<file path="src/rtl/lphm_mod.sv">
// Iterative remainder unit that reduces a key byte modulo the table size, one bit per cycle.
`default_nettype none
module lphm_mod #(
  parameter int NW = 7
) (
  input  wire logic          clk,
  input  wire logic          rst_n,
  input  wire logic          start,
  input  wire logic [7:0]    dividend,
  input  wire logic [NW-1:0] divisor,
  output logic               done,
  output logic [NW-1:0]      rem
);

  logic          run_r;
  logic          done_r;
  logic [2:0]    step_r;
  logic [7:0]    dvd_r;
  logic [NW-1:0] dvs_r;
  logic [NW-1:0] rem_r;
  logic [NW:0]   trial;
  logic [NW-1:0] rem_nxt;

  always_comb begin
    trial = {rem_r, dvd_r[7]};
    if (trial >= {1'b0, dvs_r}) begin
      rem_nxt = NW'(trial - {1'b0, dvs_r});
    end else begin
      rem_nxt = trial[NW-1:0];
    end
  end

  always_ff @(posedge clk) begin
    if (!rst_n) begin
      run_r  <= 1'b0;
      done_r <= 1'b0;
      step_r <= '0;
    end else begin
      done_r <= 1'b0;
      if (start) begin
        run_r  <= 1'b1;
        step_r <= '0;
      end else if (run_r) begin
        step_r <= step_r + 3'd1;
        if (step_r == 3'd7) begin
          run_r  <= 1'b0;
          done_r <= 1'b1;
        end
      end
    end
  end

  always_ff @(posedge clk) begin
    if (start) begin
      dvd_r <= dividend;
      dvs_r <= divisor;
      rem_r <= '0;
    end else if (run_r) begin
      dvd_r <= {dvd_r[6:0], 1'b0};
      rem_r <= rem_nxt;
    end
  end

  assign done = done_r;
  assign rem  = rem_r;

endmodule
`default_nettype wire

</file>
<file path="config.mk">
export PLATFORM = sky130hd
export DESIGN_NAME = lphm_mod
export DESIGN_NICKNAME = d
export VERILOG_FILES = /design/src/rtl/lphm_mod.sv
export SDC_FILE = /design/constraint.sdc
export NUM_CORES = 1
export LEC_CHECK = 0
export BUFFER_PORTS_ARGS = -buffer_cell sky130_fd_sc_hd__buf_2
export CORE_MARGIN = 5
export CORE_UTILIZATION = 55
export DETAILED_ROUTE_END_ITERATION = 7
export MAX_ROUTING_LAYER = met4
export PLACE_DENSITY = 0.81
export SETUP_SLACK_MARGIN = 0.3
export SKIP_CTS_REPAIR_TIMING = 1
export SYNTH_ARGS = -nofsm -noshare
export SYNTH_HDL_FRONTEND = slang
export SYNTH_SLANG_ARGS = --single-unit
</file>
<file path="constraint.sdc">
create_clock -name clk -period 2.5 [get_ports clk]
set_clock_uncertainty 0.1 [all_clocks]
set_input_delay 0.125 -clock clk [delete_from_list [all_inputs] [get_ports clk]]
set_output_delay 0.125 -clock clk [all_outputs]
set_load 0.01 [all_outputs]
</file>
==> metrics.md <==
| Metric | Value |
|---|---|
| Die W | 62.3 um |
| Final Power | 0.000913 W |
| Clock tree buffer depth | 2 |
| Avg Synthesized Cell Area | 10.8 um2 |
| DR vias/cell | 5.69 |
| Final nets | 207 |
| First-pass GRT wire length | 4840 um |
| CP Data Required Time | 2.64 ns |
| Maximum number of pins on one net before global-route repair | 20 |
| Sequential area share after synthesis | 0.459 |
| Ports | 26 |
| Netlist Area Pre-Place | 1500 um2 |
| Vias | 1,190 |
| Hold_sp | dividend[7] |
| Htree depth | 1 |
| Worst setup path start | dvd_r[7] |
| Synth Flop Type | edfxtp_1 |
| Final TNS setup | 0 ns |
| Period utilization | 0.827 |
| Wire length per cell | 14.7 um |
| Final Non-Filler Cells | 209 |
| Max-cap violation count | 0 |
| Slew headroom | 0.551 |
| Crit end category | register |
| Count of cell types in the netlist | 47 |
| Core Footprint | 2690 um2 |
| Worst VDD drop | 0.468 mV |
| CTS clk-pin slew, worst paths | 0.14 ns |
| WP data arrival | 2.21 ns |
| Setup CP Type | register to register |
| Synth Register Bits | 27 |
| Final wirelength | 3070 um |
| Antenna cell count | 0 |
| Placed Cells | 190 |
| EDFF count, synth | 15 |
| Least-Margin Pin Slew | 0.672 ns |
| PD cells | 502 nW/um2 |
| RSZ-0062 raised after global routing | false |
| Post-DRT Antenna Nets | 0 |
| Hold Worst Slack | 0.0474 ns |
| Flop-to-flop setup slack | 0.43 ns |
| Area grow syn2layout | 20.9% |
| Status | finished, final reports clean |
| Hold Path Class | input port to register |
| Final setup fails | 0 |
| Vias in the first global route | 1,114 |
| Clock root buffer | clkbuf_4 |
| Post-DP HPWL | 2170 um |
| IO buf count | 25 |
| Die area | 3880 um2 |
| Startpoint Class | register |
| Share of post-route cells with drive strength above 1 | 0.197 |
| Critical path peak fanout | 10 |
| Final hold viol count | 0 |
| # fillers | 204 |
| Initial drt markers | 75 |
| Starting Density | 0.560 |
| Slew Limit Fails | 0 |
| CTS sink cnt | 27 |
| Static Leak | 0.792 nW |
| Final RePlAce weighted congestion | 0.872 |
| GRT Total Usage | 0.154 |
| Synth Instances | 139 |
| Final Critical Period | 2.07 ns |
| Fraction of registers with async set or reset after synthesis | 0 |
| Net Count, Synth | 167 |
| TritonCTS clock tree | done |
| Initial antenna violation count | 0 |
| CTS Buf Count | 3 |
| Overflow after GRT | 0 |
| F_max | 484 MHz |
| Cell row count | 19 |
| # DRC | 0 |
| Ys Warns | 0 |
| Drt pass-1 iters | 4 |
| Worst-Skew Late Latency | 0.32 ns |
| Die height | 62.3 um |
| Crit Reg-Reg Startpoint | dvd_r[7] |
area by class of cell:
cell class	instances	area [um2]	share of cell area
clock buffers	4	26.3	0.0145
inverters	12	45.0	0.0248
multi-input cells	94	734	0.404
flip-flops and latches	27	691	0.380
well taps	31	38.8	0.0213
repair buffers	41	283	0.156
layer usage:
metal	wire [um]	GRT usage	vias up
li1	-	-	585
met1	1310	0.180	568
met2	1580	0.264	31
met3	141	0.0360	6
met4	39	0.0398	0
met5	0	-	-
cell families (layout without fill, tap and decap cells):
family	after synthesis	after routing	synth area share
muxes	9	9	0.0657
and+or+nand+nor	45	45	0.165
buffers and inverters	18	57	0.0524
AOI/OAI and AO/OA	26	26	0.146
adders and majority gates	10	10	0.0882
DFF	27	27	0.459
xor gates and xnor gates	4	4	0.0233
registers in the layout, indices dropped and copies added, names as in the netlist:
signal	count
step_r	3
rem	7
dvs_r	7
run_r	1
dvd_r	8
done	1
worst paths after layout:
kind,to,cells past startpoint
max,rem[0],8
min,dvd_r[7],2
max reg2reg,rem[0],8
min reg2reg,step_r[2],2
synth_stat cells (2+ instances only):
library cell | count | area share
mux2i_1 | 2 | 0.013
edfxtp_1 | 15 | 0.30
nand2_1 | 7 | 0.017
a31oi_1 | 4 | 0.017
and3_1 | 4 | 0.017
dfxtp_1 | 12 | 0.16
a21o_1 | 3 | 0.015
o21ai_1 | 2 | 0.0067
nor3b_1 | 5 | 0.025
o21a_1 | 2 | 0.010
inv_1 | 12 | 0.030
xnor2_1 | 3 | 0.017
mux2_1 | 7 | 0.052
o31ai_1 | 2 | 0.010
nor2_1 | 11 | 0.027
nor2b_1 | 3 | 0.012
buf_2 | 3 | 0.010
nand3_1 | 5 | 0.017
ha_1 | 9 | 0.075
metrics by stage:
step,area (um2),util,setup WS (ns)
4_1_cts,1670,0.621,0.348
3_5_place_dp,1640,0.611,0.377
3_3_place_gp,1640,0.611,0.484
5_1_grt,1820,0.677,0.304
6_report,1820,0.677,0.432
2_1_floorplan,1500,-,0.627
worst max-delay path, stage by stage (launching register included):
cell and delay (ns):
edfxtp_1 0.42, inv_1 0.08, ha_1 0.16, inv_1 0.06
fa_1 0.40, nand3_1 0.12, a31o_2 0.28, nand3_1 0.12
a311oi_2 0.24
power breakdown:
group / internal (W) / leakage [nW] / switching, W
sequential: 0.000503 / 0.247 / 0.0000204
combinational: 0.0000993 / 0.529 / 0.000102
clock: 0.0000625 / 0.0150 / 0.000126
total: 0.000664 / 0.792 / 0.000248
cells in the final DEF (no fill, tap or decap), drive strengths merged, types with 7 or more instances in the layout:
| cell | n |
|---|---|
| ha | 9 |
| dlygate4sd3 | 15 |
| nand2 | 7 |
| dfxtp | 12 |
| edfxtp | 15 |
| mux2 | 7 |
| buf | 26 |
| nor2 | 11 |
| inv | 12 |
Note: power is estimated with default switching activity, not from simulation.
